<file path="src/sv/ctpl_pkg.sv">
package ctpl_pkg;

  localparam int SAMPLE_WIDTH   = 16;
  localparam int COEF_WIDTH     = 24;
  localparam int COEF_FRAC_BITS = 20;
  localparam int NUM_REGS       = 3;
  localparam int CFG_IDX_WIDTH  = 2;

  localparam int PROD_WIDTH = SAMPLE_WIDTH + COEF_WIDTH;
  localparam int ACC_WIDTH  = PROD_WIDTH + 2;
  localparam int RND_WIDTH  = ACC_WIDTH + 1 - COEF_FRAC_BITS;

  typedef logic signed [SAMPLE_WIDTH-1:0] sample_t;
  typedef logic signed [COEF_WIDTH-1:0]   coef_t;
  typedef logic signed [PROD_WIDTH-1:0]   prod_t;
  typedef logic signed [ACC_WIDTH-1:0]    acc_t;
  typedef logic signed [RND_WIDTH-1:0]    rnd_t;
  typedef logic [CFG_IDX_WIDTH-1:0]       cfg_idx_t;

  localparam cfg_idx_t REG_FEEDBACK_ONE = cfg_idx_t'(0);
  localparam cfg_idx_t REG_FEEDBACK_TWO = cfg_idx_t'(1);
  localparam cfg_idx_t REG_INPUT_GAIN   = cfg_idx_t'(2);

  localparam coef_t FEEDBACK_ONE_RESET = coef_t'(1576640);
  localparam coef_t FEEDBACK_TWO_RESET = coef_t'(-593070);
  localparam coef_t INPUT_GAIN_RESET   = coef_t'(65012);

  // Multiply-accumulate steps within one section.
  typedef enum logic [1:0] {
    STEP_FB_ONE = 2'd0,
    STEP_FB_TWO = 2'd1,
    STEP_INPUT  = 2'd2,
    STEP_DRAIN  = 2'd3
  } step_t;

  typedef enum logic [1:0] {
    ST_IDLE,
    ST_MAC,
    ST_SAT
  } state_t;

  localparam acc_t ROUND_OFFSET = acc_t'(1) <<< (COEF_FRAC_BITS - 1);
  localparam rnd_t SAMPLE_MAX   = rnd_t'((64'sd1 <<< (SAMPLE_WIDTH - 1)) - 64'sd1);
  localparam rnd_t SAMPLE_MIN   = rnd_t'(-(64'sd1 <<< (SAMPLE_WIDTH - 1)));

endpackage

</file>
<file path="src/sv/ctpl_stream_if.sv">
interface ctpl_in_if;
  logic                 valid;
  logic                 ready;
  ctpl_pkg::sample_t    sample_in;

  modport source (output valid, output sample_in, input ready);
  modport sink   (input valid, input sample_in, output ready);
endinterface

interface ctpl_out_if;
  logic                 valid;
  logic                 ready;
  ctpl_pkg::sample_t    sample_out;

  modport source (output valid, output sample_out, input ready);
  modport sink   (input valid, input sample_out, output ready);
endinterface

</file>
<file path="src/sv/cascaded_two_pole_lowpass_unit.sv">
// Two identical two-pole low-pass sections in cascade, y = a*y1 + b*y2 + c*x per section,
// sharing the Q4.20 coefficients a, b and c written through the cfg_ port (indexes 0, 1, 2).
// Samples are signed Q1.15; each section output is rounded (ties upward) and saturated
// before it is stored and passed on. A single 24 x 16 multiplier does all six products in
// multiply-accumulate steps and a rounding step per section; a new request is accepted only
// after both sections are done. The finished sample is held in an output register, so the
// next request may be accepted while it waits to be taken. The filter history is kept on a
// coefficient write; the user must write between samples for it to take effect from the next sample (not enforced).
module cascaded_two_pole_lowpass_unit (
  input  logic                       clk,
  input  logic                       rst_n,
  ctpl_in_if.sink                    in_s,
  ctpl_out_if.source                 out_s,
  input  logic                       cfg_we,
  input  ctpl_pkg::cfg_idx_t         cfg_index,
  input  ctpl_pkg::coef_t            cfg_wdata
);

  ctpl_pkg::state_t  state_r, state_nxt;
  ctpl_pkg::step_t   step_r;
  logic              sec_r;

  ctpl_pkg::coef_t   coef_a_r, coef_b_r, coef_c_r;
  ctpl_pkg::sample_t x_r;
  ctpl_pkg::sample_t prev_one_r [2];
  ctpl_pkg::sample_t prev_two_r [2];
  ctpl_pkg::prod_t   prod_r;
  ctpl_pkg::acc_t    acc_r;
  ctpl_pkg::sample_t out_sample_r;
  logic              out_valid_r;

  ctpl_pkg::coef_t   coef_sel;
  ctpl_pkg::sample_t samp_sel;
  ctpl_pkg::prod_t   mul_w;
  ctpl_pkg::acc_t    sum_w;
  ctpl_pkg::rnd_t    rnd_w;
  ctpl_pkg::sample_t sat_w;

  logic in_accept;
  logic sat_go;
  logic out_load;

  assign in_accept = in_s.valid && in_s.ready;

  // Operand selection for the shared multiplier.
  always_comb begin
    case (step_r)
      ctpl_pkg::STEP_FB_ONE: begin
        coef_sel = coef_a_r;
        samp_sel = prev_one_r[sec_r];
      end
      ctpl_pkg::STEP_FB_TWO: begin
        coef_sel = coef_b_r;
        samp_sel = prev_two_r[sec_r];
      end
      ctpl_pkg::STEP_INPUT: begin
        coef_sel = coef_c_r;
        samp_sel = x_r;
      end
      default: begin
        coef_sel = coef_c_r;
        samp_sel = x_r;
      end
    endcase
  end

  assign mul_w = ctpl_pkg::prod_t'(coef_sel) * ctpl_pkg::prod_t'(samp_sel);

  // The accumulator has headroom for the rounding offset, so one add suffices.
  assign sum_w = acc_r + ctpl_pkg::ROUND_OFFSET;
  assign rnd_w = ctpl_pkg::rnd_t'(sum_w >>> ctpl_pkg::COEF_FRAC_BITS);

  always_comb begin
    if (rnd_w > ctpl_pkg::SAMPLE_MAX) begin
      sat_w = ctpl_pkg::sample_t'(ctpl_pkg::SAMPLE_MAX);
    end else if (rnd_w < ctpl_pkg::SAMPLE_MIN) begin
      sat_w = ctpl_pkg::sample_t'(ctpl_pkg::SAMPLE_MIN);
    end else begin
      sat_w = ctpl_pkg::sample_t'(rnd_w);
    end
  end

  // Next state.
  always_comb begin
    state_nxt = state_r;
    case (state_r)
      ctpl_pkg::ST_IDLE: begin
        if (in_s.valid) state_nxt = ctpl_pkg::ST_MAC;
      end
      ctpl_pkg::ST_MAC: begin
        if (step_r == ctpl_pkg::STEP_DRAIN) state_nxt = ctpl_pkg::ST_SAT;
      end
      ctpl_pkg::ST_SAT: begin
        if (sat_go) state_nxt = sec_r ? ctpl_pkg::ST_IDLE : ctpl_pkg::ST_MAC;
      end
      default: state_nxt = ctpl_pkg::ST_IDLE;
    endcase
  end

  // Control outputs.
  always_comb begin
    in_s.ready = 1'b0;
    sat_go     = 1'b0;
    case (state_r)
      ctpl_pkg::ST_IDLE: in_s.ready = 1'b1;
      ctpl_pkg::ST_SAT:  sat_go = !sec_r || !out_valid_r || out_s.ready;
      default: begin
        in_s.ready = 1'b0;
        sat_go     = 1'b0;
      end
    endcase
  end

  assign out_load = sat_go && sec_r;

  always_ff @(posedge clk) begin
    if (!rst_n) begin
      state_r       <= ctpl_pkg::ST_IDLE;
      step_r        <= ctpl_pkg::STEP_FB_ONE;
      sec_r         <= 1'b0;
      out_valid_r   <= 1'b0;
      coef_a_r      <= ctpl_pkg::FEEDBACK_ONE_RESET;
      coef_b_r      <= ctpl_pkg::FEEDBACK_TWO_RESET;
      coef_c_r      <= ctpl_pkg::INPUT_GAIN_RESET;
      prev_one_r[0] <= '0;
      prev_one_r[1] <= '0;
      prev_two_r[0] <= '0;
      prev_two_r[1] <= '0;
    end else begin
      state_r <= state_nxt;

      if (cfg_we) begin
        case (cfg_index)
          ctpl_pkg::REG_FEEDBACK_ONE: coef_a_r <= cfg_wdata;
          ctpl_pkg::REG_FEEDBACK_TWO: coef_b_r <= cfg_wdata;
          ctpl_pkg::REG_INPUT_GAIN:   coef_c_r <= cfg_wdata;
          default: ;
        endcase
      end

      if (state_r == ctpl_pkg::ST_MAC) begin
        step_r <= ctpl_pkg::step_t'(step_r + 2'd1);
      end

      if (in_accept) begin
        sec_r <= 1'b0;
      end else if (sat_go) begin
        sec_r                <= !sec_r;
        prev_one_r[sec_r]    <= sat_w;
        prev_two_r[sec_r]    <= prev_one_r[sec_r];
      end

      if (out_load) begin
        out_valid_r <= 1'b1;
      end else if (out_s.ready) begin
        out_valid_r <= 1'b0;
      end
    end
  end

  // Datapath registers without reset.
  always_ff @(posedge clk) begin
    if (in_accept) begin
      x_r <= in_s.sample_in;
    end else if (sat_go && !sec_r) begin
      x_r <= sat_w;
    end

    if (state_r == ctpl_pkg::ST_MAC) begin
      prod_r <= mul_w;
      case (step_r)
        ctpl_pkg::STEP_FB_ONE: acc_r <= acc_r;
        ctpl_pkg::STEP_FB_TWO: acc_r <= ctpl_pkg::acc_t'(prod_r);
        default:               acc_r <= acc_r + ctpl_pkg::acc_t'(prod_r);
      endcase
    end

    if (out_load) begin
      out_sample_r <= sat_w;
    end
  end

  assign out_s.valid      = out_valid_r;
  assign out_s.sample_out = out_sample_r;

`ifndef NO_ASSERTIONS
  a_accept_starts_mac: assert property (@(posedge clk) disable iff (!rst_n)
    in_accept |=> state_r == ctpl_pkg::ST_MAC && step_r == ctpl_pkg::STEP_FB_ONE && !sec_r)
    else $error("accepted request did not start the first section");

  a_sat_after_drain: assert property (@(posedge clk) disable iff (!rst_n)
    $rose(state_r == ctpl_pkg::ST_SAT) |->
      $past(state_r) == ctpl_pkg::ST_MAC && $past(step_r) == ctpl_pkg::STEP_DRAIN)
    else $error("rounding entered before the accumulation finished");

  a_out_from_second_section: assert property (@(posedge clk) disable iff (!rst_n)
    $rose(out_valid_r) |-> $past(state_r) == ctpl_pkg::ST_SAT && $past(sec_r))
    else $error("result raised other than at the end of the second section");

  a_no_accept_while_busy: assert property (@(posedge clk) disable iff (!rst_n)
    state_r != ctpl_pkg::ST_IDLE |-> !in_s.ready)
    else $error("input ready while a sample is in progress");
`endif

endmodule
</file>
<file path="src/flat_wrapper.sv">
// flat-port wrapper written by rule: the top's interface ports become plain ports
module cascaded_two_pole_lowpass_unit_flat 
  (clk, rst_n, cfg_we, cfg_index, cfg_wdata, in_s_valid, in_s_sample_in, in_s_ready, out_s_valid, out_s_sample_out, out_s_ready);
  ctpl_in_if in_s_i ();
  ctpl_out_if out_s_i ();
  input  logic clk;
  input  logic rst_n;
  input  logic cfg_we;
  input  ctpl_pkg::cfg_idx_t cfg_index;
  input  ctpl_pkg::coef_t cfg_wdata;
  input wire logic [$bits(in_s_i.valid)-1:0] in_s_valid;
  input wire logic [$bits(in_s_i.sample_in)-1:0] in_s_sample_in;
  output wire logic [$bits(in_s_i.ready)-1:0] in_s_ready;
  output wire logic [$bits(out_s_i.valid)-1:0] out_s_valid;
  output wire logic [$bits(out_s_i.sample_out)-1:0] out_s_sample_out;
  input wire logic [$bits(out_s_i.ready)-1:0] out_s_ready;
  assign in_s_i.valid = in_s_valid;
  assign in_s_i.sample_in = in_s_sample_in;
  assign in_s_ready = in_s_i.ready;
  assign out_s_valid = out_s_i.valid;
  assign out_s_sample_out = out_s_i.sample_out;
  assign out_s_i.ready = out_s_ready;
  cascaded_two_pole_lowpass_unit u_core (.clk(clk), .rst_n(rst_n), .in_s(in_s_i), .out_s(out_s_i), .cfg_we(cfg_we), .cfg_index(cfg_index), .cfg_wdata(cfg_wdata));
endmodule
</file>
<file path="config.mk">
export PLATFORM = sky130hd
export DESIGN_NAME = cascaded_two_pole_lowpass_unit_flat
export DESIGN_NICKNAME = d
export VERILOG_FILES = /design/src/sv/ctpl_pkg.sv /design/src/sv/ctpl_stream_if.sv /design/src/sv/cascaded_two_pole_lowpass_unit.sv /design/src/flat_wrapper.sv
export SDC_FILE = /design/constraint.sdc
export NUM_CORES = 2
export LEC_CHECK = 0
export BUFFER_PORTS_ARGS = -buffer_cell sky130_fd_sc_hd__buf_2
export CAP_MARGIN = 10
export CORE_ASPECT_RATIO = 0.6
export CORE_MARGIN = 2
export CORE_UTILIZATION = 54
export DETAILED_ROUTE_END_ITERATION = 16
export PLACE_DENSITY = 0.79
export SLEW_MARGIN = 40
export SYNTH_ARGS = -nofsm -noshare
export SYNTH_HDL_FRONTEND = slang
export SYNTH_SLANG_ARGS = --single-unit
</file>
<file path="constraint.sdc">
create_clock -name clk -period 14.41 [get_ports clk]
set_clock_uncertainty 0.1 [all_clocks]
set_input_delay 0.7205 -clock clk [delete_from_list [all_inputs] [get_ports clk]]
set_output_delay 0.7205 -clock clk [all_outputs]
set_load 0.02 [all_outputs]
</file>
* After elaboration in Yosys (flattened, before gate mapping) *
Memories as Yosys holds them, arrays and structs flattened. A register that Yosys moved wholly into a read port is not among the register bits.
Cells that the tools add are included.

storage, ports and cells
  flip-flop bits (word level) = 192
  memory bits (writable) = 64
  input bits = 47
  memories kept = 2

cells by class
  $add $sub $neg = 3
  $mul = 1
  magnitude comparators = 2
  equality and inequality tests = 9
  multiplexer cells = 31
  bitwise operators = 2
  reduce and logical (&&, ||, !) cells = 20

memory list
  memory             depth  width  read ports  clocked after Yosys merged registers in  wr ports  line                                  source
  u_core.prev_one_r  2      16     1           1                                        2         cascaded_two_pole_lowpass_unit.sv:25  ctpl_pkg::sample_t prev_one_r [2];
  u_core.prev_two_r  2      16     1           1                                        2         cascaded_two_pole_lowpass_unit.sv:26  ctpl_pkg::sample_t prev_two_r [2];

operators with widths
  kind                    number
  $mux 16                 6
  $pmux 42 s2             1
  $pmux 24 s2             1
  $add 42x21->42 const B  1
  $add 42x40->42          1
  $mul 24x16->40          1
  $pmux 16 s2             1
  $reduce_or 16->1        2
  $gt 22x16->1 const B    1
  $lt 22x16->1 const B    1
  $mux 1                  18
  $reduce_and 2->1        4
  $eq 2x1->1 const B      3
  $eq 2x2->1 const B      3
  $logic_not 2->1         3
  $mux 2                  3
  $pmux 2 s3              1
  $ne 2x1->1 const B      2
  $reduce_bool 2->1       2
  $logic_and 1x1->1       3
  $reduce_and 3->1        1
  $add 2x1->2 const B     1
  $logic_not 1->1         2
  $logic_or 1x1->1        2
  3 further kinds         4

* Longest topological paths before layout *
  word-level depth = 10
  gate-level depth with buffers = 31
  depth with buffers taken out = 29

* Least setup slack after synthesis *
Ideal clock, no wire load.

  path kind = register to register
  start = register u_core.step_r[0]
  end = register u_core.prod_r[38], data pin
  library setup time = 0.259 ns
  data arrival time = 7.338 ns
  path slack = 6.712 ns
  cell stages (with the launch flop) = 31
  path buffers = 4
  cells stage by stage = dfxtp_1 -> inv_1 -> ha_1 -> clkbuf_1 -> nor2_1 -> clkbuf_1 -> buf_1 -> a21o_1 -> clkbuf_1 -> nand2_1 -> fa_1 -> inv_1 -> fa_1 -> inv_1 -> fa_1 -> inv_1 -> fa_1 -> fa_1 -> inv_1 -> fa_1 -> inv_1 -> ha_1 -> a21o_1 -> a21o_1 -> a21oi_1 -> nand2_1 -> nor3_2 -> o31ai_2 -> a221o_1 -> a41oi_1 -> xnor2_1

between the ends
  cells in the longest elaborated chain, start to end = 3

ends and longest elaborated chain
  what                                                  line                                   source
  from (decl)                                           cascaded_two_pole_lowpass_unit.sv:20   ctpl_pkg::step_t step_r;
  from (signal assigned)                                cascaded_two_pole_lowpass_unit.sv:119  step_r <= ctpl_pkg::STEP_FB_ONE;
  from (signal assigned)                                cascaded_two_pole_lowpass_unit.sv:142  step_r <= ctpl_pkg::step_t'(step_r + 2'd1);
  $eq 2x1->1 / $logic_not 2->1 (equally long branches)  cascaded_two_pole_lowpass_unit.sv:47   case (step_r)
  $pmux 24 s2 / $pmux 16 s2 (equally long branches)     cascaded_two_pole_lowpass_unit.sv:47
  $mul 24x16->40 (*)                                    cascaded_two_pole_lowpass_unit.sv:67   assign mul_w = ctpl_pkg::prod_t'(coef_sel) * ctpl_pkg::prod_t'(samp_sel);
  net u_core.mul_w[38]                                  cascaded_two_pole_lowpass_unit.sv:34   ctpl_pkg::prod_t mul_w;
  to (signal assigned)                                  cascaded_two_pole_lowpass_unit.sv:170  prod_r <= mul_w;
  to (decl)                                             cascaded_two_pole_lowpass_unit.sv:27   ctpl_pkg::prod_t prod_r;

Mark *: on every way through the listed nets, which the timed path passes. The rest lies on a longest branch.
A chain may end at the register's enable or synchronous reset.

* Worst setup path after layout *
  start = register u_core.step_r[1]
  end = register u_core.prod_r[28], data pin

Same word-level chain as after synthesis.

==> flow_metrics.py <==
metrics = {
    "outcome": {
        "status": "complete, no violations",
    },
    "floorplanning": {
        "die_width_um": 294,
        "die_height_um": 178,
        "start_util_pct": 54.9,
        "core_mm2": 0.0496,
        "io_pins": 65,
        "dieArea_mm2": 0.0523,
        "row_count": 63,
    },
    "global_routing": {
        "grt_max_degree": 88,
        "grt_pass1_wl_um": 122000,
        "grtUsageTotal_pct": 30.5,
        "grt_pass1_vias": 21800,
        "antenna_found_initial": 1,
        "overflow": 0,
    },
    "timing": {
        "max_freq_mhz": 112,
        "finalCriticalPeriod_ns": 8.96,
        "rsz0062_at_grt": "no",
        "relSlewSlack_pct": 44.9,
        "slew_violations": 0,
        "tns_ns": 0,
        "hold_violations": 0,
        "finalSetupViolCount": 0,
        "hold-worst-slack_ns": 0.286,
        "worstMarginPinSlew_ns": 0.826,
        "fin_crit_sh_pct": 62.2,
    },
    "synthesis": {
        "yosysWarnings": 0,
        "yosys.area.top_type_share_pct": 27.6,
        "synth_top_area_cell": "fa_1",
        "synth_edf_count": 178,
        "synth_nets": 3512,
        "syn_avg_cell_area_um2": 9.25,
        "ys.flop_type": "edfxtp_1",
        "synthCells": 2945,
        "synth_commonest_cells": "470 x inv_1, 460 x nand2_1, 375 x fa_1, 328 x nor2_1, 178 x edfxtp_1",
        "ys_seq_area_share_pct": 25.4,
        "postSynth.asyncResetShare_pct": 0,
        "synth_area_mm2": 0.0272,
        "yosysMostFrequentCell": "inv_1",
        "yosys_register_bits": 257,
        "synth_area_leaders": "fa_1 28%, edfxtp_1 20%, ha_1 6.7%",
        "synthDistinctLibCells": 87,
    },
    "route": {
        "vias": 21400,
        "wl_met2_um": 31700,
        "met1Wirelength_um": 33300,
        "top_layer": "met5",
        "wl_met3_um": 10600,
        "ant_nets": 0,
        "routed_via_density": 5.92,
        "drtPass1Iterations": 6,
        "routedWlPerCell_um": 21.5,
        "drcViolationCount": 0,
        "drtIter0Drc": 2415,
        "wl_um": 77800,
    },
    "cells_and_area": {
        "drive_gt1_share_pct": 7.85,
        "area_growth_pct": 6.81,
        "nFillCells": 4163,
        "fin_cells": 3619,
        "antenna_cells": 0,
        "nets": 3517,
    },
    "setup_path": {
        "cp_slowest_cell": "a21oi_1",
        "max_stage_delay_ns": 0.71,
        "cp.required_ns": 14.60,
        "path_common_cell": "fa_1",
        "worstSetupPathType": "reg -> reg",
        "worst_ep_arrival_time_ns": 9.16,
        "critPathMaxFanout": 87,
        "start_kind": "flop",
        "end_kind": "flop",
    },
    "clock_network": {
        "cts_hold_buf": 0,
        "root_buffer": "clkbuf_16",
        "clkTransAtPathRegs_ns": 0.07,
        "clock_latency_ns": 0.58,
        "cts_setup_buffers": 0,
        "htreeDepth": 1,
        "cts_resized": 0,
        "cts_inserted_buffers": 25,
        "clock_sinks": 257,
        "cts_buffer_depth": 3,
        "cts_tree": "built",
    },
    "placement": {
        "gp_congestion": 1.01,
        "numPortBuffers": 64,
        "dp_cells": 3572,
        "dpl.hpwl_um": 61200,
    },
    "hold_path": {
        "min_path_type": "in -> reg",
    },
    "job": {
        "maxCapViolations": 0,
    },
}
worst paths after layout:
kind                                         start                                to  slack, ns  cells past startpoint
hold reg to reg   u_core.coef_b_r[12]$_SDFFE_PN1P_  u_core.coef_b_r[12]$_SDFFE_PN1P_       0.37                      2
setup reg to reg     u_core.step_r[1]$_SDFFE_PN0N_       u_core.prod_r[28]$_DFFE_PN_       5.45                     27
setup / recovery     u_core.step_r[1]$_SDFFE_PN0N_       u_core.prod_r[28]$_DFFE_PN_       5.45                     27
hold / removal                       cfg_wdata[12]  u_core.coef_b_r[12]$_SDFFE_PN1P_       0.29                      3
registers in the layout, summed over array words and instances, names as in the netlist, 16 cells and up, named ones only:
| register | flops |
|---|---|
| u_core.prev_two_r | 32 |
| u_core.coef_c_r | 24 |
| u_core.prod_r | 40 |
| u_core.acc_r | 42 |
| u_core.coef_b_r | 24 |
| u_core.x_r | 16 |
| u_core.coef_a_r | 24 |
| u_core.out_s.sample_out | 16 |
| u_core.prev_one_r | 32 |
layout make-up:
class	instances	area, µm²	area share [%]
Timing Repair Buffer	107	658	2.26
Inverter	471	1770	6.08
Clock inverter	18	235	0.809
Multi-Input combinational cell	2088	18000	62.0
Clock buffer	28	637	2.19
Tap cell	650	813	2.80
Sequential cell	257	6930	23.8
per-layer routing:
metal,up-vias,track usage [%]
li1,9471,-
met1,10600,44.8
met2,1164,42.9
met3,150,10.6
met4,2,7.53
met5,-,0
layout by cell type, fill, tap and decap left out, types with 10 or more instances in the layout:
master | netlist | routed
dfxtp_1 | 79 | 78
nor3_1 | 20 | 20
nand2_1 | 460 | 458
nand2b_1 | 23 | 22
a21boi_0 | 42 | 42
inv_1 | 470 | 469
nor2_4 | 10 | 12
nand4_1 | 14 | 14
a22o_1 | 24 | 24
and3_1 | 17 | 17
nand3_1 | 57 | 57
clkbuf_16 | 0 | 25
xnor2_1 | 56 | 56
buf_4 | 2 | 40
buf_2 | 6 | 64
a221o_1 | 11 | 10
o21ai_0 | 67 | 65
xor2_1 | 25 | 25
nor2_1 | 328 | 326
edfxtp_1 | 178 | 178
a21oi_2 | 6 | 15
ha_1 | 145 | 142
mux2_2 | 11 | 11
a221oi_1 | 10 | 10
a21o_1 | 60 | 60
o21a_1 | 13 | 13
a21oi_1 | 113 | 104
nor3b_1 | 13 | 12
fa_1 | 375 | 375
mux2i_1 | 39 | 39
and2_1 | 12 | 12
worst max-delay path: cells and delay by family, from the launching register on:
| family | cells | cell delay (ns) |
|---|---|---|
| adders and majority gates | 8 | 3.97 |
| AOI/OAI and AO/OA | 7 | 1.98 |
| buffers and inverters | 7 | 1.21 |
| and+or+nand+nor | 4 | 0.72 |
| DFF | 1 | 0.33 |
| muxes | 1 | 0.25 |
logic make-up after synthesis:
family / synth area share [%]
XOR/XNOR: 2.61
AO/OA/AOI/OAI: 11.3
adder cells (fa/ha/maj): 34.2
multiplexers: 1.89
flip-flops: 25.4
AND/OR/NAND/NOR: 15.9
buffers and inverters: 8.69
per-stage QoR:
stage               setup WS, ns  util, %  area [µm²]
floorplan                   6.71        -       27200
global placement            5.51     56.7       28100
detailed placement          5.29     56.8       28200
CTS                         5.26     58.6       29000
global route                4.97     58.7       29100
finish                      5.45     58.7       29100
Power is not shown: default switching activity piles up to over one toggle a cycle in this logic, so the estimate is an artifact.
